File: config.mk
export PLATFORM = sky130hd
export DESIGN_NAME = sudr_prep
export DESIGN_NICKNAME = d
export VERILOG_FILES = /design/src/rtl/sudr_pkg.sv /design/src/rtl/sudr_prep.sv
export SDC_FILE = /design/constraint.sdc
export NUM_CORES = 1
export LEC_CHECK = 0
export ABC_AREA = 0
export ABC_CLOCK_PERIOD_IN_PS = 7300
export BUFFER_PORTS_ARGS = -buffer_cell sky130_fd_sc_hd__clkbuf_2
export CAP_MARGIN = 15
export CORE_ASPECT_RATIO = 0.75
export CORE_UTILIZATION = 30
export CTS_CLUSTER_DIAMETER = 150
export DETAILED_ROUTE_END_ITERATION = 6
export HOLD_SLACK_MARGIN = 0.1
export PLACE_DENSITY = 0.58
export SKIP_CTS_REPAIR_TIMING = 1
export SLEW_MARGIN = 10
export SYNTH_ARGS = -nofsm -noshare
export SYNTH_HDL_FRONTEND = slang
export SYNTH_SLANG_ARGS = --single-unit
File: constraint.sdc
create_clock -name clk -period 7.3 [get_ports clk]
set_input_delay 2.19 -clock clk [delete_from_list [all_inputs] [get_ports clk]]
set_output_delay 2.19 -clock clk [all_outputs]
set_load 0.02 [all_outputs]
File: src/rtl/sudr_pkg.sv
`default_nettype none
package sudr_pkg;

  // port width of every operand and result field
  localparam int DATA_W = 64;

  // default operating width, 32..64
  localparam int WIDTH_DEF = 64;

  // per-beat control that rides along the divider chain
  typedef struct packed {
    logic valid;
    logic neg_q;
    logic neg_r;
  } sudr_ctl_t;

endpackage
`default_nettype wire

File: src/rtl/sudr_prep.sv
`default_nettype none
module sudr_prep #(
  parameter int WIDTH = sudr_pkg::WIDTH_DEF
) (
  input  wire logic                     clk,
  input  wire logic                     rst_n,
  input  wire logic                     in_valid,
  input  wire logic                     in_is_signed,
  input  wire logic [WIDTH-1:0]         in_dividend,
  input  wire logic [WIDTH-1:0]         in_divisor,
  output sudr_pkg::sudr_ctl_t           out_ctl,
  output logic      [WIDTH-1:0]         out_rem,
  output logic      [WIDTH-1:0]         out_dq,
  output logic      [WIDTH-1:0]         out_div
);

  sudr_pkg::sudr_ctl_t ctl_r, ctl_nxt;
  logic [WIDTH-1:0]    dq_r, dq_nxt;
  logic [WIDTH-1:0]    div_r, div_nxt;
  logic                div_zero;
  logic                na;
  logic                nb;

  // A zero divisor keeps the raw dividend and no sign fixup, so the plain
  // restoring chain yields all ones and the dividend. Signed overflow falls
  // out of the magnitude path on its own.
  always_comb begin
    div_zero      = (in_divisor == '0);
    na            = in_is_signed & in_dividend[WIDTH-1] & ~div_zero;
    nb            = in_is_signed & in_divisor[WIDTH-1];
    dq_nxt        = na ? (~in_dividend + 1'b1) : in_dividend;
    div_nxt       = nb ? (~in_divisor + 1'b1) : in_divisor;
    ctl_nxt.valid = in_valid;
    ctl_nxt.neg_q = na ^ nb;
    ctl_nxt.neg_r = na;
  end

  always_ff @(posedge clk) begin
    if (!rst_n) begin
      ctl_r.valid <= 1'b0;
    end else begin
      ctl_r <= ctl_nxt;
    end
  end

  always_ff @(posedge clk) begin
    dq_r  <= dq_nxt;
    div_r <= div_nxt;
  end

  assign out_ctl = ctl_r;
  assign out_rem = '0;
  assign out_dq  = dq_r;
  assign out_div = div_r;

endmodule
`default_nettype wire

**Word level (Yosys, flattened, before mapping)**

Index checks and enable logic that the tools add are counted.

- Register bits: 131
- Input port bits: 132
- Logic and storage cells: 17

- Bitwise logic cells: 7
- Reduce and logical (&&, ||, !) cells: 1
- Add/sub/neg operators: 2
- Mux-type cells: 2

Operators by type and width:

| kind | number |
|---|---|
| $add 64x1->64 const B | 2 |
| $mux 64 | 2 |
| $not 64->64 | 2 |
| $logic_not 64->1 | 1 |
| $and 1x1->1 | 3 |
| $not 1->1 | 1 |
| $xor 1x1->1 | 1 |

**Logic depth before layout (Yosys ltp)**

- Word-level depth: 4
- Mapped depth: 9

**Worst setup path after synthesis**

No wires, ideal clock.

- Path type: input to register
- Start point: in in_divisor[58]
- End point: reg ctl_r, in the netlist out_ctl[1], data pin
- Stages: 6
- Data arrival time: 4.236 ns
- Path slack: 2.810 ns
- Path buffers: 0
- Cells stage by stage: or4_4 or4_1 or4_4 or3_1 nor3b_1 o21a_1

RTL lines:

| what | RTL line | RTL |
|---|---|---|
| from (decl) | sudr_prep.sv:10 | `input wire logic [WIDTH-1:0] in_divisor,` |
| to (signal assigned) | sudr_prep.sv:42 | `ctl_r <= ctl_nxt;` |
| to (decl) | sudr_prep.sv:17 | `sudr_pkg::sudr_ctl_t ctl_r, ctl_nxt;` |

**Worst setup path after layout**

- Start point: in in_divisor[20]
- End point: reg dq_r[59], in the netlist out_dq[59]

- Cells in the longest elaborated chain, start to end: 4

RTL lines:

| what | RTL line | RTL |
|---|---|---|
| $logic_not 64->1 | sudr_prep.sv:28 | `div_zero = (in_divisor == '0);` |
| $not 1->1 | sudr_prep.sv:29 | `na = in_is_signed & in_dividend[WIDTH-1] & ~div_zero;` |
| $and 1x1->1 | sudr_prep.sv:29 |  |
| $mux 64 | sudr_prep.sv:31 | `dq_nxt = na ? (~in_dividend + 1'b1) : in_dividend;` |
| net dq_nxt[59] | sudr_prep.sv:18 | `logic [WIDTH-1:0] dq_r, dq_nxt;` |
| to (signal assigned) | sudr_prep.sv:47 | `dq_r <= dq_nxt;` |
| to (decl) | sudr_prep.sv:18 |  |

The timed path passes the listed nets, and every way through them passes these cells.
A chain may end at the register's enable or synchronous reset.

==> metrics.csv <==
stage,metric,value,unit
floorplan,coreArea,19400,sq um
logic_synthesis,async_flop_share,0,%
floorplan,fp.dieH,124,microns
worst_setup_path,slowest_stage,nor4_1,
route,vias,5375,
logic_synthesis,syn_area_per_cell,9.33,sq um
layout,nets,1045,
power,power.leakage,3.61,nW
logic_synthesis,synthTopCellsByCount,"dfxtp_1, xnor2_1, buf_4, xor2_1, nor2_1",
route,routed_wl,17600,microns
timing,period_minus_slack,5.19,ns
power,vdd_drop_max,0.133,mV
outcome,outcome,finished clean,
placed_design,placed_area,7330,sq um
layout,final_area,7940,sq um
logic_synthesis,synth_xor_area_share,17.9,%
global_routing,grt_max_degree,41,
cts,numCtsBuffers,17,
worst_setup_path,cp_max_fo,40,
floorplan,fp.dieArea,20500,sq um
logic_synthesis,synth.area.mux_share,0,%
cts,clk_path_buf_depth,2,
layout,syn_to_final_growth,33.1,%
placed_design,place.gp.congestion,0.883,
timing,fin_hold_ws,1.90,ns
logic_synthesis,yosysMostFrequentCell,dfxtp_1,
logic_synthesis,synth_top_family_by_area,XOR/XNOR gates,
global_routing,antenna_found_initial,0,
cts,cts.sinks,131,
floorplan,die_w,165,microns
layout,drive_gt1_share,33.4,%
timing,rsz0062_at_grt,no,
route,drt_pre_antenna_iters,5,
timing,drv_slew,0,
cts,root_buffer,clkbuf_16,
cts,path_clk_slew,0.06,ns
worst_hold_path,hold_class,in -> reg,
floorplan,row_count,44,
global_routing,grt_pass1_vias,4772,
logic_synthesis,synth_top_area_share,43.3,%
timing,finalSetupViolCount,0,
worst_setup_path,path_class,in -> reg,
global_routing,grt_overflow,0,
timing,tightestPinTransition,1.03,ns
timing,hold_viol,0,
worst_setup_path,critPathRequiredTime,7.63,ns
cts,h-tree-depth,4,
power,powerDensity,263,nW/um^2
logic_synthesis,yosys.area_share.simple,17.0,%
logic_synthesis,ys_ff_latch,131,
logic_synthesis,yosysSeqAreaShare,44.3,%
timing,fin_setup_tns,0,ns
route,ant_nets,0,
placed_design,io_buffers,262,
worst_setup_path,path_cells,"clkbuf_2, or4_4, nor4_1, nand4b_1, o31ai_4, buf_4, inv_2, o21ai_0, xnor2_1",
logic_synthesis,synth_area_leaders,"dfxtp_1, xnor2_1, xor2_1, buf_4, nor2_1",
global_routing,grt_pass1_wl,25900,microns
worst_setup_path,cp.arrival,5.53,ns
timing,fmax,193,MHz
logic_synthesis,yosys.area.top_type,dfxtp_1,
logic_synthesis,ys.flop_type,dfxtp_1,
worst_setup_path,cp_slowest_stage_delay,0.79,ns
floorplan,start_util,30.7,%
layout,fillers,2000,
logic_synthesis,synth_adder_area_share,0.419,%
logic_synthesis,syn_inst,640,
timing,period_share,71.1,%
route,drt-vias-per-instance,4.57,
worst_setup_path,start_kind,input port,
logic_synthesis,synth_warnings,0,
run,drv_cap,0,
worst_setup_path,cp-end-kind,flip-flop,
global_routing,grt_usage,16.8,%
route,wl_per_cell,15.0,microns
logic_synthesis,synth_compound_area_share,10.6,%
timing,relSlewSlack,30.9,%
route,drc,0,
logic_synthesis,synth_edf_count,2,
floorplan,ios,327,
route,initialDrtViolationCount,264,
logic_synthesis,ys_types,40,
cts,cts_tree,built,
layout,diodes,0,
logic_synthesis,netlist_area,5970,sq um
placed_design,dp_hpwl,13900,microns
## layer usage
layer | vias to the layer above | wire (microns) | track usage (%)
met1 | 2503 | 8440 | 24.1
met2 | 210 | 7700 | 24.2
met3 | 18 | 1230 | 3.90
met5 | - | 0 | 0
met4 | 0 | 276 | 6.19
li1 | 2644 | - | -
## cell families (layout without fill, tap and decap cells)
kind of cell               count (synthesis)  after routing
DFF                                      131            131
buffers and inverters                     89            310
adders and majority gates                  2              2
other                                      1             64
xor gates and xnor gates                 122            122
and+or+nand+nor                          190            190
AOI/OAI and AO/OA                        105            105
## worst max-delay path: cells and delay by family
family          cells  cell delay [ns]
compound gates      2             0.53
xor+xnor            1             0.14
buf+inv             3             0.80
simple gates        3             1.83
## per-stage QoR
stage               util [%]  setup slack [ns]  total power, mW  instances
detailed placement      37.7              1.74             1.21       1145
global placement        37.7              1.74             1.21       1145
CTS                     40.9              2.17             2.11       1177
global route            40.9              1.98             2.18       1177
floorplan                  -              2.81             1.07        703
finish                  40.9              2.11             2.09       1177
## final cells by class
| cell class | instances | area [sq um] | share of cell area [%] |
|---|---|---|---|
| inverter | 12 | 45.0 | 0.567 |
| clock buffer | 18 | 439 | 5.53 |
| tap | 253 | 317 | 3.99 |
| timing repair buffer | 266 | 1340 | 16.9 |
| multi-input combinational | 483 | 2980 | 37.5 |
| sequential | 131 | 2640 | 33.3 |
| clock inverter | 14 | 175 | 2.21 |
## state kept, by name, indices dropped and copies added (netlist names)
| signal | flops |
|---|---|
| out_div | 64 |
| out_dq | 64 |
| out_ctl | 3 |
## cells in the final DEF, fill, tap and decap left out, types with 10 or more instances in the layout
cell,netlist,final
nor3_1,21,21
clkbuf_16,0,17
nor2_1,53,53
or4_1,10,10
o31ai_1,19,19
o21ai_0,22,22
inv_1,11,11
nand2_1,32,32
clkbuf_2,0,262
nor4_1,19,19
conb_1,1,64
xor2_1,57,57
a21oi_1,36,36
dfxtp_1,129,129
or3_1,15,15
xnor2_1,65,65
a31oi_1,15,15
## power by group
group / internal [mW] / total, mW / switching, mW
logic: 0.126 / 0.378 / 0.252
registers: 0.793 / 0.813 / 0.0204
clock network: 0.551 / 0.894 / 0.343
total: 1.47 / 2.09 / 0.616
## final timing paths
path	startpoint	to	slack, ns	cells past startpoint
worst min-delay path	in_divisor[0]	out_div[0]$_DFF_P_	1.90	1
worst max-delay path	in_divisor[20]	out_dq[59]$_DFF_P_	2.11	9
No activity file was read; power rests on OpenSTA's default activity.
