### config.mk
export PLATFORM = sky130hd
export DESIGN_NAME = sudr_cell
export DESIGN_NICKNAME = d
export VERILOG_FILES = /design/src/rtl/sudr_pkg.sv /design/src/rtl/sudr_cell.sv
export SDC_FILE = /design/constraint.sdc
export NUM_CORES = 1
export LEC_CHECK = 0
export ABC_CLOCK_PERIOD_IN_PS = 4300
export BUFFER_PORTS_ARGS = -buffer_cell sky130_fd_sc_hd__buf_4
export CAP_MARGIN = 20
export CORE_ASPECT_RATIO = 0.7
export CORE_MARGIN = 2
export CORE_UTILIZATION = 45
export CTS_BUF_LIST = sky130_fd_sc_hd__clkbuf_8
export DETAILED_ROUTE_END_ITERATION = 6
export GPL_ROUTABILITY_DRIVEN = 0
export HOLD_SLACK_MARGIN = 0.12
export PLACE_DENSITY = 0.76
export SYNTH_ARGS = -nofsm -noshare
export SYNTH_HDL_FRONTEND = slang
export SYNTH_SLANG_ARGS = --single-unit
### constraint.sdc
create_clock -name clk -period 4.3 [get_ports clk]
set_input_delay 0 -clock clk [delete_from_list [all_inputs] [get_ports clk]]
set_output_delay 0 -clock clk [all_outputs]
set_load 0.01 [all_outputs]
### src/rtl/sudr_pkg.sv
`default_nettype none
package sudr_pkg;

  // port width of every operand and result field
  localparam int DATA_W = 64;

  // default operating width, 32..64
  localparam int WIDTH_DEF = 64;

  // per-beat control that rides along the divider chain
  typedef struct packed {
    logic valid;
    logic neg_q;
    logic neg_r;
  } sudr_ctl_t;

endpackage
`default_nettype wire

### src/rtl/sudr_cell.sv
`default_nettype none
module sudr_cell #(
  parameter int WIDTH = sudr_pkg::WIDTH_DEF
) (
  input  wire logic                     clk,
  input  wire logic                     rst_n,
  input  wire sudr_pkg::sudr_ctl_t      in_ctl,
  input  wire logic [WIDTH-1:0]         in_rem,
  input  wire logic [WIDTH-1:0]         in_dq,
  input  wire logic [WIDTH-1:0]         in_div,
  output sudr_pkg::sudr_ctl_t           out_ctl,
  output logic      [WIDTH-1:0]         out_rem,
  output logic      [WIDTH-1:0]         out_dq,
  output logic      [WIDTH-1:0]         out_div
);

  sudr_pkg::sudr_ctl_t ctl_r;
  logic [WIDTH-1:0]    rem_r, rem_nxt;
  logic [WIDTH-1:0]    dq_r, dq_nxt;
  logic [WIDTH-1:0]    div_r;
  logic [WIDTH:0]      trial;
  logic [WIDTH:0]      diff;
  logic                ge;

  // one restoring step: dividend bits leave at the top of dq while
  // quotient bits enter at the bottom
  always_comb begin
    trial   = {in_rem, in_dq[WIDTH-1]};
    diff    = trial - {1'b0, in_div};
    ge      = ~diff[WIDTH];
    rem_nxt = ge ? diff[WIDTH-1:0] : trial[WIDTH-1:0];
    dq_nxt  = {in_dq[WIDTH-2:0], ge};
  end

  always_ff @(posedge clk) begin
    if (!rst_n) begin
      ctl_r.valid <= 1'b0;
    end else begin
      ctl_r <= in_ctl;
    end
  end

  always_ff @(posedge clk) begin
    rem_r <= rem_nxt;
    dq_r  <= dq_nxt;
    div_r <= in_div;
  end

  assign out_ctl = ctl_r;
  assign out_rem = rem_r;
  assign out_dq  = dq_r;
  assign out_div = div_r;

endmodule
`default_nettype wire

* Yosys cells after proc, flatten, opt, wreduce, memory -nomap -nowiden
Cells that the tools add are included.
Cells by class: $add $sub $neg 1, multiply operators 0, div/mod/pow operators 0, order comparisons 0, equality and inequality tests 0, shift-type cells 0, multiplexer cells 1, bitwise operators 1, reductions and logical operators 0
Operators with widths (number):
- 65-bit by 64-bit subtractor with 65-bit output | 1
- 64-bit 2-to-1 mux | 1
- 1-bit inverter | 1
Storage, ports and cells: register bits 195, latch bits 0, memory bits (writable) 0, ROM bits 0, bits of input ports 197, output and inout bits 195, word-level logic and storage cells 9, memories kept 0

* Depth between registers and ports, before layout
Gate-level depths: netlist of the first run.
depth after elaboration 2, gate-level depth with buffers 14, gate-level depth less buffers 13

* Worst setup path before layout of the first run
No wires, ideal clock.
path kind input to register, start point input port in_div[26], end point register rem_r[59], in the netlist out_rem[59], library setup time 0.123 ns, arrival time 2.754 ns, required time 4.177 ns, setup slack 1.422 ns, stages on the path 10, buffers on the path 0, cell sequence inv_1 > ha_1 > a21o_1 > or4b_1 > or4b_4 > a311o_1 > a211oi_2 > o21ai_1 > mux2i_1 > mux2_1
Between the ends: cells in the longest elaborated chain, start to end 2
RTL lines:
- start: declaration | line sudr_cell.sv:10 | input wire logic [WIDTH-1:0] in_div,
- 65-bit by 64-bit subtractor with 65-bit output | line sudr_cell.sv:29 | diff = trial - {1'b0, in_div};
- 64-bit 2-to-1 mux | line sudr_cell.sv:31 | rem_nxt = ge ? diff[WIDTH-1:0] : trial[WIDTH-1:0];
- via rem_nxt[59] | line sudr_cell.sv:18 | logic [WIDTH-1:0] rem_r, rem_nxt;
- end signal: assignment | line sudr_cell.sv:44 | rem_r <= rem_nxt;
- end: declaration | line sudr_cell.sv:18
The timed path passes the listed nets, and every way through them passes these cells. A chain may end at the register's enable or synchronous reset.

* Final worst setup path of the first run
start point input port in_div[27], end point register rem_r[6], in the netlist out_rem[6]
The elaborated chain is that of the path after synthesis.

==> flow_summary.ini, run 1 <==
[floorplan]
dieArea_mm2 = 0.0211
die_x_um = 173
rows = 43
pin_count = 392
dieHeight_um = 122
initial_core_util_pct = 45.5
core_area_mm2 = 0.0197

[clock_network]
clk_pin_slew_ns = 0.12
cts_tree = done
root_buffer = clkbuf_8
post_cts.repair.setup_buffers = 0
clock-sinks = 195
htree_levels = 4
cts_made_buffers = 17
cts.path.max_buffers = 2

[route]
wl_per_cell_um = 19.1
route.detailed.drc = 0
ant_nets = 0
dr.pass1.iters = 5
viasPerCell = 5.27
num_vias = 9569
drt_iter0_drc = 762
routed_wirelength_mm = 34.7

[timing]
fin_setup_tns_ns = 0
setup_viol = 0
max_freq_mhz = 243
period_share_pct = 95.6
hold_violations = 0
relSlewSlack_pct = 64.5
period_needed_ns = 4.11
grt_setup_unrepaired = no
fin_ws_ns = 0.188
worst_slew_pin_slew_ns = 0.528
maxSlewViolCount = 0

[global_routing]
grt_first_pass_wirelength_mm = 53.3
grt_use_total_pct = 32.4
grt_overflow = 0
grt_max_degree = 34
antenna_found_initial = 2
grt_pass1_vias = 9579

[worst_setup_path]
crit_type = primary input to register
cpPeakStageDelay_ns = 0.57
critPathRequiredTime_ns = 4.69
cp_max_fo = 33
crit_slowest_cell = dlygate4sd3_1
crit_path_cell_trace = dlygate4sd3_1, buf_4, inv_1, ha_2, nand4_1, nor4b_4, nand4_1, o22a_1, a21oi_1, o21ai_1, and2_1, o211a_2, inv_6, buf_16, mux2_1, dlygate4sd3_1
cp.arrival_ns = 4.51
critPathLaunchType = primary input
end_kind = register
path_buf_inv = 6
path_delay_family = buffers and inverters

[synthesis]
yosys-top-cells-count = 193 x dfxtp_1, 87 x inv_1, 78 x a21oi_1
synth_top_area_cell = dfxtp_1
synth-seq-area-share_pct = 43.8
synth.distinct_cells = 72
async_flop_share_pct = 0
syn_inst = 938
synth_area_mm2 = 0.00897
syn_avg_cell_area_um2 = 9.56
synthFlopType = dfxtp_1
synth.most_common_cell = dfxtp_1
synth_edf_count = 2
synth_top_cell_area_share_pct = 43.1
synth_area_leaders = dfxtp_1 43%, ha_1 8.9%, mux2_1 6.0%, a21oi_1 4.4%, inv_1 3.6%
syn_nets = 1200
yosysWarnings = 0
synth-seq-cells = 195

[finish]
drive_above_1_share_pct = 29.0
layout.nets = 1793
nFillCells = 1401
syn2layout_area_growth_pct = 64.1

[place]
dp_hpwl_mm = 23.6
place_ws_ns = 0.556
portBuffers = 391

[job]
maxCapViolations = 0

[pwr]
cellPowerDensity_mw_per_mm2 = 346
p_leak_nw = 7.07
ir_drop_uv = 249

[outcome]
status = complete, no violations

[hold_path]
hold_class = primary input to register
-- power breakdown --
group          internal (W)  total, W  switching [W]
clock network      0.000529   0.00126       0.000735
logic              0.000881   0.00172       0.000843
registers           0.00203   0.00210      0.0000735
total               0.00344   0.00509        0.00165
-- sequential cells by signal, indices dropped and copies added, names as in the netlist --
signal,count
out_ctl,3
out_div,64
out_dq,64
out_rem,64
-- per-layer routing --
layer / share of wire (%) / up-vias / track usage [%]
met1: 42 / 4521 / 40.9
met5: 0 / - / 0
met4: 3.6 / 0 / 12.3
met3: 7.3 / 83 / 8.30
met2: 47 / 490 / 53.6
li1: - / 4475 / -
-- what timing repair did --
| item | CTS | global route |
|---|---|---|
| hold buffers | 211 | 1 |
| gates resized for setup | 0 | 7 |
| endpoints found under the hold margin | 196 | 1 |
| setup endpoints to repair | 0 | 2 |
-- stage by stage --
step | std cells | utilization [%] | hold slack, ns | instance area [um^2] | total power [W]
global route | 1815 | 74.7 | 0.124 | 14700 | 0.00531
CTS | 1813 | 74.5 | 0.122 | 14700 | 0.00504
finish | 1815 | 74.7 | 0.141 | 14700 | 0.00509
global placement | 1570 | 61.7 | 0.105 | 12100 | 0.00360
floorplan | 938 | - | 0.0277 | 8970 | 0.00292
detailed placement | 1570 | 61.7 | 0.106 | 12100 | 0.00362
-- kinds of logic after synthesis --
kind of cell	count (synthesis)	synth area share, %
fa+ha+maj	65	9.15
compound gates	236	17.2
buf+inv	121	5.19
flops	195	43.8
mux	63	7.87
xor+xnor	57	5.57
simple gates	201	11.3
-- worst paths after layout --
| path | cells past startpoint | from | endpoint |
|---|---|---|---|
| min | 2 | in_div[54] | out_div[54]$_DFF_P_ |
| max | 16 | in_div[27] | out_rem[6]$_DFF_P_ |
-- layout by cell type (no fill, tap or decap), drive strengths merged, types with 36 or more instances in the layout --
| cell type | instances |
|---|---|
| nand2 | 62 |
| o21ai | 36 |
| inv | 95 |
| ha | 64 |
| buf | 395 |
| nor2 | 42 |
| dfxtp | 193 |
| dlygate4sd3 | 212 |
| mux2 | 57 |
| a21oi | 79 |
-- final cells by class --
cell class                      instances  area (um^2)  area share, %
Tap cell                              270          338           2.30
Multi-Input combinational cell        622         4600           31.3
Inverter                               88          335           2.28
Clock buffer                           20          275           1.87
Sequential cell                       195         3920           26.7
Timing Repair Buffer                  607         5110           34.7
Antenna cell                            1         2.50         0.0170
Clock inverter                         12          134          0.910
(Power assumes the default switching activity.)
==> inputs of run 2 (changes only) <==
--- a/config.mk
+++ b/config.mk
@@ -8,14 +8,14 @@
 export ABC_CLOCK_PERIOD_IN_PS = 4300
 export BUFFER_PORTS_ARGS = -buffer_cell sky130_fd_sc_hd__buf_4
 export CAP_MARGIN = 20
-export CORE_ASPECT_RATIO = 0.7
-export CORE_MARGIN = 2
-export CORE_UTILIZATION = 45
+export CORE_AREA = 2 2 154 156
 export CTS_BUF_LIST = sky130_fd_sc_hd__clkbuf_8
 export DETAILED_ROUTE_END_ITERATION = 6
+export DIE_AREA = 0 0 156 158
 export GPL_ROUTABILITY_DRIVEN = 0
 export HOLD_SLACK_MARGIN = 0.12
-export PLACE_DENSITY = 0.76
+export PLACE_DENSITY = 0.68
+export SETUP_SLACK_MARGIN = 0.4
 export SYNTH_ARGS = -nofsm -noshare
 export SYNTH_HDL_FRONTEND = slang
 export SYNTH_SLANG_ARGS = --single-unit
==> flow_summary.ini, run 2 (synthesis gave the netlist of run 1 again) <==
[timing]
maxSlewViolCount = 0
hold_violations = 0
period_needed_ns = 3.65
worst_slew_pin_slew_ns = 0.705
max_freq_mhz = 274
setup_viol = 0
relSlewSlack_pct = 52.4
grt_setup_unrepaired = no
period_share_pct = 84.8
fin_setup_tns_ns = 0

[route]
drt_iter0_drc = 458
routed_wirelength_mm = 30.2
ant_nets = 0
num_vias = 9059
wl_per_cell_um = 16.6
viasPerCell = 4.98
route.detailed.drc = 0
dr.pass1.iters = 5

[floorplan]
rows = 56
dieHeight_um = 158
pin_count = 392
die_x_um = 156
dieArea_mm2 = 0.0246
initial_core_util_pct = 38.9
core_area_mm2 = 0.0231

[global_routing]
grt_max_degree = 39
grt_first_pass_wirelength_mm = 46.4
grt_use_total_pct = 23.6
grt_pass1_vias = 9234
grt_overflow = 0
antenna_found_initial = 0

[pwr]
p_leak_nw = 7.01
cellPowerDensity_mw_per_mm2 = 342
ir_drop_uv = 215
total_power_w = 0.00499

[clock_network]
cts.path.max_buffers = 2
clk_pin_slew_ns = 0.12
root_buffer = clkbuf_8
cts_tree = done
cts_made_buffers = 17
htree_levels = 4
clock-sinks = 195
post_cts.repair.setup_buffers = 0

[finish]
layout_commonest_cell = buf_4
final_cell_mix = 394 x buf_4, 198 x dlygate4sd3_1, 193 x dfxtp_1
drive_above_1_share_pct = 29.1
nFillCells = 1862
finish.instance_area_mm2 = 0.0146
layout.nets = 1779
diodes = 0
syn2layout_area_growth_pct = 62.6

[hold_path]
hold_class = primary input to register

[worst_setup_path]
crit_type = primary input to register
critPathLaunchType = primary input
cp.arrival_ns = 4.01
cp_max_fo = 22
critPathRequiredTime_ns = 4.66
end_kind = register

[place]
portBuffers = 391
placed_cell_area_mm2 = 0.0122
dp_hpwl_mm = 21.8

[job]
maxCapViolations = 0

[outcome]
status = complete, no violations
[run 2: cell types whose count changed in the layout (fill, tap and decap cells not counted), sizes merged]
cell	change
inv	+2
diode	-1
dlygate4sd3	-14
bufinv	-1
clkinvlp	-1
clkbuf	-3
clkinv	+3
[run 2: critical path, cell delays in order]
cell	delay, ns
dlygate4sd3_1	0.54
buf_4	0.14
ha_1	0.49
nand4_1	0.28
nor4b_4	0.44
nand3_1	0.13
o22a_1	0.24
a21oi_1	0.25
o21ai_1	0.12
and2_1	0.22
o211a_2	0.34
inv_2	0.10
buf_4	0.33
mux2_2	0.38
[run 2: repair_timing]
| item | CTS | global route |
|---|---|---|
| gates resized for setup | 0 | 1 |
| setup endpoints to repair | 0 | 9 |
| endpoints found under the hold margin | 196 | 0 |
| hold buffers | 198 | 0 |
[run 2: metal layers]
layer	global-route usage [%]	wire, um	share of wire [%]	vias to the layer above
met2	42.8	15100	50	348
met4	7.12	657	2.2	0
met5	0	0	0	-
met3	4.71	2030	6.7	55
li1	-	-	-	4446
met1	28.1	12400	41	4210
[run 2: final cells by class]
class                   instances  area (um^2)  share of cell area (%)
clock inverters                15          186                    1.28
well taps                     290          363                    2.49
repair buffers                593         4960                    34.0
flip-flops and latches        195         3920                    26.9
clock buffers                  17          234                    1.60
inverters                      88          330                    2.26
multi-input cells             622         4590                    31.5
[run 2: final timing paths]
kind	from	end	slack [ns]	cells after the start
hold / removal	in_dq[20]	out_dq[21]$_DFF_P_	0.15	2
setup / recovery	in_rem[26]	out_rem[57]$_DFF_P_	0.65	14
[run 2: power breakdown]
| part | total [W] | switching, W | leakage (nW) | internal, W |
|---|---|---|---|---|
| combinational | 0.00165 | 0.000786 | 5.15 | 0.000862 |
| clock | 0.00124 | 0.000789 | 0.212 | 0.000455 |
| sequential | 0.00209 | 0.0000680 | 1.65 | 0.00203 |
| total | 0.00499 | 0.00164 | 7.01 | 0.00334 |
[run 2: stage by stage]
step	hold slack (ns)	util (%)	std cells	worst slack (ns)
6_report	0.153	63.3	1820	0.654
5_1_grt	0.130	63.3	1820	0.445
4_1_cts	0.121	63.2	1820	0.603
2_1_floorplan	0.0277	-	938	1.42
3_5_place_dp	0.105	52.8	1590	0.681
3_3_place_gp	0.104	52.8	1590	0.852
