--- src/rtl/sudr_pkg.sv ---
`default_nettype none
package sudr_pkg;

  // port width of every operand and result field
  localparam int DATA_W = 64;

  // default operating width, 32..64
  localparam int WIDTH_DEF = 64;

  // per-beat control that rides along the divider chain
  typedef struct packed {
    logic valid;
    logic neg_q;
    logic neg_r;
  } sudr_ctl_t;

endpackage
`default_nettype wire

--- src/rtl/sudr_post.sv ---
`default_nettype none
module sudr_post #(
  parameter int WIDTH = sudr_pkg::WIDTH_DEF
) (
  input  wire logic                            clk,
  input  wire logic                            rst_n,
  input  wire sudr_pkg::sudr_ctl_t             in_ctl,
  input  wire logic [WIDTH-1:0]                in_rem,
  input  wire logic [WIDTH-1:0]                in_quo,
  output logic                                 out_valid,
  output logic      [sudr_pkg::DATA_W-1:0]     out_quotient,
  output logic      [sudr_pkg::DATA_W-1:0]     out_remainder
);

  logic                        valid_r;
  logic [WIDTH-1:0]            quo_r, quo_nxt;
  logic [WIDTH-1:0]            rem_r, rem_nxt;

  always_comb begin
    quo_nxt = in_ctl.neg_q ? (~in_quo + 1'b1) : in_quo;
    rem_nxt = in_ctl.neg_r ? (~in_rem + 1'b1) : in_rem;
  end

  always_ff @(posedge clk) begin
    if (!rst_n) begin
      valid_r <= 1'b0;
    end else begin
      valid_r <= in_ctl.valid;
    end
  end

  always_ff @(posedge clk) begin
    quo_r <= quo_nxt;
    rem_r <= rem_nxt;
  end

  assign out_valid     = valid_r;
  assign out_quotient  = sudr_pkg::DATA_W'(quo_r);
  assign out_remainder = sudr_pkg::DATA_W'(rem_r);

endmodule
`default_nettype wire

--- config.mk ---
export PLATFORM = sky130hd
export DESIGN_NAME = sudr_post
export DESIGN_NICKNAME = d
export VERILOG_FILES = /design/src/rtl/sudr_pkg.sv /design/src/rtl/sudr_post.sv
export SDC_FILE = /design/constraint.sdc
export NUM_CORES = 1
export LEC_CHECK = 0
export ABC_CLOCK_PERIOD_IN_PS = 2400
export CORE_MARGIN = 3
export CORE_UTILIZATION = 42
export DETAILED_ROUTE_END_ITERATION = 12
export DONT_BUFFER_PORTS = 1
export PLACE_DENSITY_LB_ADDON = 0.25
export SLEW_MARGIN = 20
export SYNTH_ARGS = -nofsm -noshare
export SYNTH_HDL_FRONTEND = slang
export SYNTH_SLANG_ARGS = --single-unit
--- constraint.sdc ---
create_clock -name clk -period 2.4 [get_ports clk]
set_clock_uncertainty 0.1 [all_clocks]
set_input_delay 0.48 -clock clk [delete_from_list [all_inputs] [get_ports clk]]
set_output_delay 0.48 -clock clk [all_outputs]
set_load 0.02 [all_outputs]
### Word-level counts from Yosys, hierarchy flattened

Index checks and enable logic that the tools add are counted.

| operators by class | value |
|---|---|
| add/sub/neg operators | 2 |
| muxes and demuxes | 2 |
| bitwise operators | 2 |

Operators by type and width:

| kind | number |
|---|---|
| $add A64 B1 Y64 const B | 2 |
| $mux W64 | 2 |
| $not A64 Y64 | 2 |

| storage, ports and cells | value |
|---|---|
| register bits after elaboration | 129 |
| bits of input ports | 133 |

### Depth between registers and ports, before layout

Gate-level depths: netlist of run 1.

| logic depth | value |
|---|---|
| word-level depth | 3 |
| mapped depth | 8 |
| gate-level depth less buffers | 7 |

### Worst setup path after synthesis of run 1

OpenSTA, ideal clock, no wires.

| timing | value |
|---|---|
| kind | input to register |
| start point | input in_rem[1] |
| end point | register rem_r[60], in the netlist out_remainder[60] |
| library setup time | 72 ps |
| arrival | 2485 ps |
| required time | 2228 ps |
| setup slack | -257 ps |
| cell stages on the path | 7 |
| buffers on the path | 0 |
| cells stage by stage | inv_1 ha_1 or4b_1 or4_4 or4_4 o41ai_2 xnor2_1 |

| on the way | value |
|---|---|
| word-level cells in the longest chain between the ends | 3 |

Ends and longest elaborated chain:

| element | RTL line | text |
|---|---|---|
| start: declaration | sudr_post.sv:8 | `input wire logic [WIDTH-1:0] in_rem,` |
| $not A64 Y64 | sudr_post.sv:21 | `rem_nxt = in_ctl.neg_r ? (~in_rem + 1'b1) : in_rem;` |
| $add A64 B1 Y64 | sudr_post.sv:21 |  |
| $mux W64 | sudr_post.sv:21 |  |
| via rem_nxt[60] | sudr_post.sv:17 | `logic [WIDTH-1:0] rem_r, rem_nxt;` |
| end signal: assignment | sudr_post.sv:34 | `rem_r <= rem_nxt;` |
| end: declaration | sudr_post.sv:17 |  |

The timed path passes the listed nets, and every way through them passes these cells.
A chain may end at the register's enable or synchronous reset.

### Final worst setup path of run 1

Ends and elaborated chain as after synthesis.

==> results.sh, run 1 <==
export IMPL_gr_max_usage_layer="met2"
export IMPL_fmax_mhz=433
export IMPL_overflow=0
export IMPL_std_cell_rows=41
export IMPL_vdd_drop_max_v=0.000434
export IMPL_dp_cells=762
export IMPL_synthArstFlopShare_pct=0
export IMPL_holdCritPathClass="in -> reg"
export IMPL_rsz0062_at_grt="no"
export IMPL_drive_gt1_share_pct=16.5
export IMPL_clock_sinks=129
export IMPL_finalHoldViolCount=0
export IMPL_synth_top_area_share_pct=46.9
export IMPL_max_cap_viol_count=0
export IMPL_layout_cells_non_filler=796
export IMPL_clk_path_buf_depth=2
export IMPL_synthTopCellsByArea="dfxtp_1 47%, xnor2_1 20%, o31ai_1 5.4%"
export IMPL_io_buffers=0
export IMPL_gp_congestion=0.835
export IMPL_cts_root_buf="clkbuf_16"
export IMPL_critPathArrivalTime_ns=2.55
export IMPL_synthFlopType="dfxtp_1"
export IMPL_seq_area_frac_synth_pct=46.9
export IMPL_worstSetupStartpointType="input pin"
export IMPL_grt_start_max_net_pins=65
export IMPL_syn_area_per_cell_sq_um=9.89
export IMPL_die_area_sq_um=14500
export IMPL_drt_iter0_drc=221
export IMPL_synth_enable_flop_cells=0
export IMPL_cts_tree="built"
export IMPL_diodes=0
export IMPL_critical_path_class="in -> reg"
export IMPL_use_met2_pct=34.9
export IMPL_report_final_slew_viol_count=0
export IMPL_grtUsageTotal_pct=21.6
export IMPL_outcome="finished clean"
export IMPL_yosys_warnings=0
export IMPL_grt_pass1_wl_mm=24.4
export IMPL_cts_buffers=17
export IMPL_n_fill_cell=1175
export IMPL_p_per_area_nw_per_um2=864
export IMPL_synth_distinct_cells=29
export IMPL_tightest_slew_ns=0.435
export IMPL_ios=262
export IMPL_drc=0
export IMPL_finish_utilization_pct=52.9
export IMPL_worstPathMaxFanout=3
export IMPL_ff_latch_area_sq_um=2580
export IMPL_multi_input_area_sq_um=2900
export IMPL_post_route_period_util_pct=96.3
export IMPL_setup_viol=0
export IMPL_antenna_found_initial=0
export IMPL_grt_use_met1_pct=24.7
export IMPL_firstDrtPassIters=4
export IMPL_syn_num_nets=692
export IMPL_clkTransAtPathRegs_ns=0.06
export IMPL_ant_nets=0
export IMPL_synth_cell_area_sq_um=5510
export IMPL_via_per_inst=5.69
export IMPL_die_width_um=121
export IMPL_p_leak_nw=2.30
export IMPL_initial_core_util_pct=43.3
export IMPL_relSlewSlack_pct=70.6
export IMPL_endpoint_kind="flip-flop"
export IMPL_wl_mm=16.0
export IMPL_avgRoutedWirePerCell_um=20.2
export IMPL_period_minus_slack_ns=2.31
export IMPL_die_y_um=121
export IMPL_synth_top_cell_by_area="dfxtp_1"
export IMPL_dr_total_vias=4526
export IMPL_worstPathRequired_ns=2.64
export IMPL_ys_seq_elements=129
export IMPL_design_core_area_sq_um=12700
export IMPL_htree_levels=4
export IMPL_grt_pass1_vias=4520
export IMPL_fin_nets=746
export IMPL_syn2layout_area_growth_pct=22.1
export IMPL_syn_inst=557
export IMPL_dp_hpwl_mm=12.5
export IMPL_met3_usage_pct=10.5
cells in the mapped netlist (all sizes together) (4+ instances only):
| master | number |
|---|---|
| o21ai | 37 |
| dfxtp | 129 |
| inv | 4 |
| nor3 | 12 |
| nand2b | 7 |
| or4 | 30 |
| nor4 | 16 |
| o41ai | 23 |
| nor2 | 15 |
| or3 | 25 |
| xnor2 | 124 |
| nand2 | 44 |
| clkbuf | 16 |
| nand4 | 8 |
| nand3 | 10 |
| or2 | 8 |
| o31ai | 40 |
registers in the layout, indices dropped and copies added (netlist names):
| register | count |
|---|---|
| out_quotient | 64 |
| out_remainder | 64 |
| out_valid | 1 |
logic make-up (layout without fill, tap and decap cells):
logic type | after synthesis | count (layout) | share of synthesized area (%)
simple gates | 180 | 180 | 18.6
flops | 129 | 129 | 46.9
xor+xnor | 124 | 124 | 19.7
compound gates | 100 | 100 | 12.9
buf+inv | 22 | 89 | 1.50
fa+ha+maj | 2 | 2 | 0.454
per-stage QoR:
step | setup WS [ns] | setup TNS, ns | cell area [sq um] | total power [W] | hold slack (ns)
6_report | 0.0892 | 0 | 6730 | 0.00581 | 0.0508
5_1_grt | 0.00324 | 0 | 6730 | 0.00601 | 0.0278
4_1_cts | 0.0991 | 0 | 6720 | 0.00586 | 0.0312
3_5_place_dp | -0.338 | -8.01 | 6080 | 0.00317 | 0.408
3_3_place_gp | -0.292 | -6.53 | 6080 | 0.00317 | 0.408
2_1_floorplan | -0.243 | -1.30 | 5560 | 0.00308 | 0.408
worst paths after layout:
check	startpoint	to	slack [ns]	cells past startpoint
worst min-delay path	in_quo[42]	out_quotient[42]	0.05	1
worst max-delay path	in_rem[1]	out_remainder[60]	0.09	7
metal layers:
| metal | part of all wire (%) | vias to the layer above | wire, um |
|---|---|---|---|
| li1 | - | 2140 | - |
| met1 | 39 | 2165 | 6340 |
| met2 | 48 | 197 | 7620 |
| met3 | 11 | 24 | 1750 |
| met4 | 2.1 | 0 | 329 |
| met5 | 0 | - | 0 |
timing repair:
| item | in CTS | in global routing |
|---|---|---|
| hold buffers | 2 | 0 |
| gates resized for setup | 0 | 1 |
| hold endpoints to repair | 2 | 0 |
| buffers inserted | 0 | 0 |
| endpoints found under the setup margin | 0 | 1 |
cell usage in the layout (no fill, tap or decap), types with 2 or more instances in the layout:
cell type	instances
buf_4	51
bufinv_16	3
clkbuf_1	2
clkbuf_16	17
clkbuf_8	4
clkinv_2	3
clkinvlp_4	2
dfxtp_1	129
dlygate4sd3_1	2
ha_1	2
inv_1	4
nand2_1	44
nand2b_1	7
nand3_1	10
nand4_1	8
nor2_1	15
nor3_1	12
nor4_1	13
nor4_2	3
o21ai_0	35
o21ai_1	2
o31ai_1	40
o41ai_1	17
o41ai_2	5
or2_2	7
or3_1	25
or4_1	26
or4_4	4
or4b_4	2
xnor2_1	124
critical path: stages:
cell and delay [ns]:
inv_1 0.05, ha_1 0.18, or4b_4 0.48, or4_4 0.46, or4_4 0.46, o41ai_4 0.30
xnor2_1 0.15
report_power, final:
group / internal, W / leakage [nW] / total, W / switching, W
sequential: 0.00238 / 1.09 / 0.00278 / 0.000399
clock: 0.00174 / 0.299 / 0.00268 / 0.000944
combinational: 0.000212 / 0.915 / 0.000348 / 0.000137
area by class of cell:
class / instances / area share [%]
inverter: 4 / 0.223
clock inverter: 9 / 1.92
sequential: 129 / 38.4
multi-input combinational: 406 / 43.0
timing repair buffer: 53 / 5.99
clock buffer: 23 / 7.25
tap: 172 / 3.20
Power figures use the tool's default switching activity.
==> inputs of run 2 (changes only) <==
CORE_UTILIZATION = 50   (was 42)
==> results.sh, run 2 (synthesis gave the netlist of run 1 again) <==
export IMPL_outcome="finished clean"
export IMPL_ios=262
export IMPL_clk_path_buf_depth=2
export IMPL_finalHoldViolCount=0
export IMPL_layout_setup_ws_ns=0.165
export IMPL_vdd_drop_max_v=0.000387
export IMPL_worstPathRequired_ns=2.73
export IMPL_antenna_found_initial=0
export IMPL_max_cap_viol_count=0
export IMPL_hold_ws_ns=0.0235
export IMPL_worstPathMaxFanout=3
export IMPL_syn2layout_area_growth_pct=42.8
export IMPL_period_minus_slack_ns=2.24
export IMPL_avgRoutedWirePerCell_um=21.4
export IMPL_drt_iter0_drc=450
export IMPL_critPathArrivalTime_ns=2.56
export IMPL_post_route_period_util_pct=93.1
export IMPL_cts_setup_buffers=0
export IMPL_io_buffers=0
export IMPL_initial_core_util_pct=52.4
export IMPL_cts_buffers=17
export IMPL_worstSetupStartpointType="input pin"
export IMPL_firstDrtPassIters=7
export IMPL_place_ws_ns=-0.307
export IMPL_ff_latch_area_sq_um=2580
export IMPL_endpoint_kind="flip-flop"
export IMPL_cts_root_buf="clkbuf_8"
export IMPL_clock_sinks=129
export IMPL_p_leak_nw=2.77
export IMPL_grt_pass1_wl_mm=29.9
export IMPL_p_total_w=0.00587
export IMPL_drive_gt1_share_pct=13.3
export IMPL_cp_common_cell="or4_4"
export IMPL_overflow=0
export IMPL_multi_input_area_sq_um=2890
export IMPL_critical_path_slowest_cell="or4_1"
export IMPL_std_cell_rows=37
export IMPL_final_cell_mix="129 x dlygate4sd3_1, 129 x dfxtp_1, 124 x xnor2_1"
export IMPL_grtUsageTotal_pct=30.2
export IMPL_cpPeakStageDelay_ns=0.59
export IMPL_holdCritPathClass="in -> reg"
export IMPL_tightest_slew_ns=0.442
export IMPL_htree_levels=4
export IMPL_die_area_sq_um=12300
export IMPL_design_core_area_sq_um=10500
export IMPL_ant_nets=0
export IMPL_via_per_inst=5.89
export IMPL_dr_total_vias=5192
export IMPL_diodes=0
export IMPL_rsz0062_at_grt="no"
export IMPL_wl_mm=18.8
export IMPL_fin_nets=867
export IMPL_p_per_area_nw_per_um2=746
export IMPL_report_final_slew_viol_count=0
export IMPL_clkTransAtPathRegs_ns=0.07
export IMPL_cp_cell_sequence="or4_1 -> or4_4 -> or4_4 -> o41ai_2 -> xnor2_1"
export IMPL_dpl_instance_area_sq_um=5990
export IMPL_die_y_um=111
export IMPL_relSlewSlack_pct=70.1
export IMPL_grt_start_max_net_pins=64
export IMPL_die_width_um=111
export IMPL_n_fill_cell=663
export IMPL_setup_viol=0
export IMPL_gp_congestion=0.838
export IMPL_drc=0
export IMPL_finalSetupTns_ns=0
export IMPL_dp_hpwl_mm=11.6
export IMPL_critical_path_class="in -> reg"
export IMPL_grt_pass1_vias=5524
export IMPL_cts_tree="built"
export IMPL_fmax_mhz=447
export IMPL_fin_area_sq_um=7870
==> run 2: changes by cell type in the layout (fill, tap and decap cells not counted), sizes merged <==
cell and delta:
bufinv -1, inv +1, clkinvlp +4, dlygate4sd3 +127, buf -6, clkbuf -3
clkinv -1
==> run 2: worst paths after layout <==
| check | end | startpoint | cells after the start | slack [ns] |
|---|---|---|---|---|
| min | out_quotient[4] | in_ctl[1] | 2 | 0.02 |
| max | out_remainder[60] | in_rem[14] | 5 | 0.16 |
==> run 2: where the power goes <==
part / switching, W / internal (W)
logic: 0.000212 / 0.000347
clock network: 0.000969 / 0.00156
registers: 0.000401 / 0.00238
total: 0.00158 / 0.00429
==> run 2: layout make-up <==
| type | instances | share of cell area, % |
|---|---|---|
| Clock buffer | 20 | 5.79 |
| Clock inverter | 12 | 1.69 |
| Inverter | 4 | 0.191 |
| Multi-Input combinational cell | 406 | 36.7 |
| Sequential cell | 129 | 32.8 |
| Tap cell | 136 | 2.16 |
| Timing Repair Buffer | 174 | 20.7 |
==> run 2: timing repair <==
action,CTS,global route
hold buffers,129,0
hold endpoints to repair,128,0
resized for setup,0,0
==> run 2: worst max-delay path: cells and delay by family <==
family,cells,cell delay [ns]
xor gates and xnor gates,1,0.16
and+or+nand+nor,3,1.61
AOI/OAI and AO/OA,1,0.32
==> run 2: routing by layer <==
metal,up-vias,track usage [%],routed length (um)
li1,2379,-,-
met1,2432,35.3,7250
met2,321,50.9,9140
met3,60,9.12,1780
met4,0,13.8,678
met5,-,0,0
==> run 2: metrics by stage <==
stage | std cells | util [%]
after global placement | 720 | 57.0
final | 881 | 74.9
after CTS | 881 | 74.9
after floorplan | 557 | -
after global routing | 881 | 74.9
after detailed placement | 720 | 57.0
==> inputs of run 3 (changes only) <==
ABC_CLOCK_PERIOD_IN_PS = 2160   (was 2400)
clock period = 2.16 ns   (was 2.4 ns; I/O delays follow)
==> results.sh, run 3 <==
export IMPL_outcome="did not finish"
export IMPL_stop_stage="clock tree synthesis"
export IMPL_first_error="[ERROR RSZ-0060] Max buffer count reached."
export IMPL_cts_resized=0
export IMPL_dpl_instance_area_sq_um=6530
export IMPL_synth_top_family_by_area="XOR/XNOR gates"
export IMPL_cts_root_buf="clkbuf_8"
export IMPL_clock_sinks=129
export IMPL_synthTopCellsByArea="dfxtp_1 47%, xnor2_1 20%, o31ai_1 5.4%"
export IMPL_syn_area_per_cell_sq_um=9.89
export IMPL_synth_enable_flop_cells=0
export IMPL_synth_top_cell_by_area="dfxtp_1"
export IMPL_synth_distinct_cells=29
export IMPL_syn_inst=557
export IMPL_dp_hpwl_mm=12.4
export IMPL_hold_buffers=155
export IMPL_seq_area_frac_synth_pct=46.9
export IMPL_synthMuxAreaShare_pct=0
export IMPL_die_y_um=111
export IMPL_yosys_area_share_adder_pct=0.454
export IMPL_initial_core_util_pct=52.4
export IMPL_synthFlopType="dfxtp_1"
export IMPL_syn_num_nets=692
export IMPL_htree_levels=4
export IMPL_synth_cell_area_sq_um=5510
export IMPL_synthArstFlopShare_pct=0
export IMPL_synth_top_area_share_pct=46.9
export IMPL_ios=262
export IMPL_gp_congestion=0.850
export IMPL_die_width_um=111
export IMPL_cts_buffers=17
export IMPL_post_synth_top_count_cell="dfxtp_1"
export IMPL_synth_xor_area_share_pct=19.7
export IMPL_synth_compound_area_share_pct=12.9
export IMPL_io_buffers=0
export IMPL_yosys_area_share_simple_pct=18.6
export IMPL_std_cell_rows=37
export IMPL_synth_common_cells="129 x dfxtp_1, 124 x xnor2_1, 44 x nand2_1, 40 x o31ai_1, 35 x o21ai_0"
export IMPL_clk_path_buf_depth=2
export IMPL_ys_seq_elements=129
export IMPL_yosys_warnings=0
export IMPL_cts_setup_buffers=0
-- run 3: per-stage QoR --
stage | worst slack [ns] | utilization (%) | hold slack, ns | instances
floorplan | -0.433 | - | 0.360 | 557
global placement | -0.452 | 62.2 | 0.360 | 744
detailed placement | -0.477 | 62.2 | 0.360 | 744
-- run 3: cells by family after synthesis --
group	count (synthesis)
compound gates	100
flops	129
simple gates	180
xor+xnor	124
fa+ha+maj	2
buf+inv	22
==> inputs of run 4 (changes only) <==
CORE_UTILIZATION = 35   (was 50)
PLACE_DENSITY_LB_ADDON = 0.15   (was 0.25)
==> results.sh, run 4 (synthesis gave the netlist of run 1 again) <==
export IMPL_outcome="finished clean"
export IMPL_hold_ws_ns=0.0146
export IMPL_n_fill_cell=1368
export IMPL_htree_levels=4
export IMPL_relSlewSlack_pct=68.3
export IMPL_endpoint_kind="flip-flop"
export IMPL_design_core_area_sq_um=15300
export IMPL_cts_root_buf="clkbuf_16"
export IMPL_die_y_um=131
export IMPL_clk_path_buf_depth=2
export IMPL_io_buffers=0
export IMPL_finalHoldViolCount=0
export IMPL_wl_mm=18.2
export IMPL_setup_viol=0
export IMPL_multi_input_area_sq_um=3290
export IMPL_std_cell_rows=45
export IMPL_hold_depth=1
export IMPL_avgRoutedWirePerCell_um=19.2
export IMPL_p_leak_nw=2.91
export IMPL_post_route_period_util_pct=99.2
export IMPL_layout_setup_ws_ns=0.0169
export IMPL_diodes=0
export IMPL_drt_iter0_drc=161
export IMPL_fmax_mhz=467
export IMPL_ff_latch_area_sq_um=2580
export IMPL_drc=0
export IMPL_final_common_cell="dfxtp_1"
export IMPL_place_ws_ns=-0.478
export IMPL_ios=262
export IMPL_holdCritPathClass="in -> reg"
export IMPL_dp_cells=825
export IMPL_critPathArrivalTime_ns=2.38
export IMPL_firstDrtPassIters=4
export IMPL_die_width_um=131
export IMPL_grt_pass1_wl_mm=28.2
export IMPL_report_final_slew_viol_count=0
export IMPL_syn2layout_area_growth_pct=49.4
export IMPL_cts_buffers=17
export IMPL_ant_nets=0
export IMPL_initial_core_util_pct=36.0
export IMPL_final_cell_mix="129 x dfxtp_1, 124 x xnor2_1, 94 x dlygate4sd3_1"
export IMPL_finalSetupTns_ns=0
export IMPL_worstPathRequired_ns=2.40
export IMPL_dr_total_vias=5019
export IMPL_grt_start_max_net_pins=65
export IMPL_grt_pass1_vias=5218
export IMPL_antenna_found_initial=0
export IMPL_tightest_slew_ns=0.472
export IMPL_dp_hpwl_mm=13.3
export IMPL_cts_tree="built"
export IMPL_die_area_sq_um=17300
export IMPL_grtUsageTotal_pct=20.3
export IMPL_via_per_inst=5.28
export IMPL_critical_path_class="in -> reg"
export IMPL_worstPathMaxFanout=4
export IMPL_p_per_area_nw_per_um2=775
export IMPL_vdd_drop_max_v=0.000517
export IMPL_gp_congestion=0.803
export IMPL_fin_nets=862
export IMPL_drive_gt1_share_pct=24.5
export IMPL_layout_cells_non_filler=951
export IMPL_clkTransAtPathRegs_ns=0.06
export IMPL_period_minus_slack_ns=2.14
export IMPL_clock_sinks=129
export IMPL_overflow=0
export IMPL_worstSetupStartpointType="input pin"
export IMPL_max_cap_viol_count=0
## run 4: layer usage
metal | GRT usage (%) | up-vias | wire (um)
met2 | 35.6 | 202 | 9410
met3 | 8.19 | 31 | 1540
met1 | 21.9 | 2410 | 6900
met4 | 7.70 | 0 | 370
li1 | - | 2376 | -
met5 | 0 | - | 0
## run 4: layout make-up
| cell class | count | share of cell area (%) |
|---|---|---|
| clock inverter | 10 | 1.03 |
| sequential | 129 | 31.4 |
| inverter | 4 | 0.243 |
| multi-input combinational | 406 | 40.0 |
| clock buffer | 22 | 5.76 |
| tap | 211 | 3.21 |
| timing repair buffer | 169 | 18.4 |
## run 4: worst paths after layout
| check | from | to | slack [ns] |
|---|---|---|---|
| worst min-delay path | in_quo[23] | out_quotient[23] | 0.01 |
| worst max-delay path | in_rem[10] | out_remainder[60] | 0.02 |
## run 4: per-stage QoR
stage | power, W | instance area, sq um | utilization [%]
detailed placement | 0.00356 | 6670 | 43.6
floorplan | 0.00346 | 5920 | -
CTS | 0.00641 | 8090 | 52.8
finish | 0.00638 | 8230 | 53.8
global route | 0.00660 | 8230 | 53.8
global placement | 0.00355 | 6670 | 43.6
## run 4: what timing repair did
action | in CTS | in global routing
cloned | 0 | 0
buffers inserted | 0 | 0
hold endpoints to repair | 85 | 9
pin swaps | 1 | 0
hold buffers | 85 | 9
setup endpoints to repair | 3 | 9
resized for setup | 2 | 11
## run 4: critical path: stages
cell	delay, ns
or4_4	0.53
or4_4	0.58
or4_4	0.45
o41ai_4	0.23
xnor2_1	0.15
## run 4: power by group
part           switching [W]  leakage [nW]  internal, W
Clock                0.00105         0.268      0.00166
Sequential          0.000443          1.09      0.00264
Combinational       0.000213          1.55     0.000372
Total                0.00171          2.91      0.00468
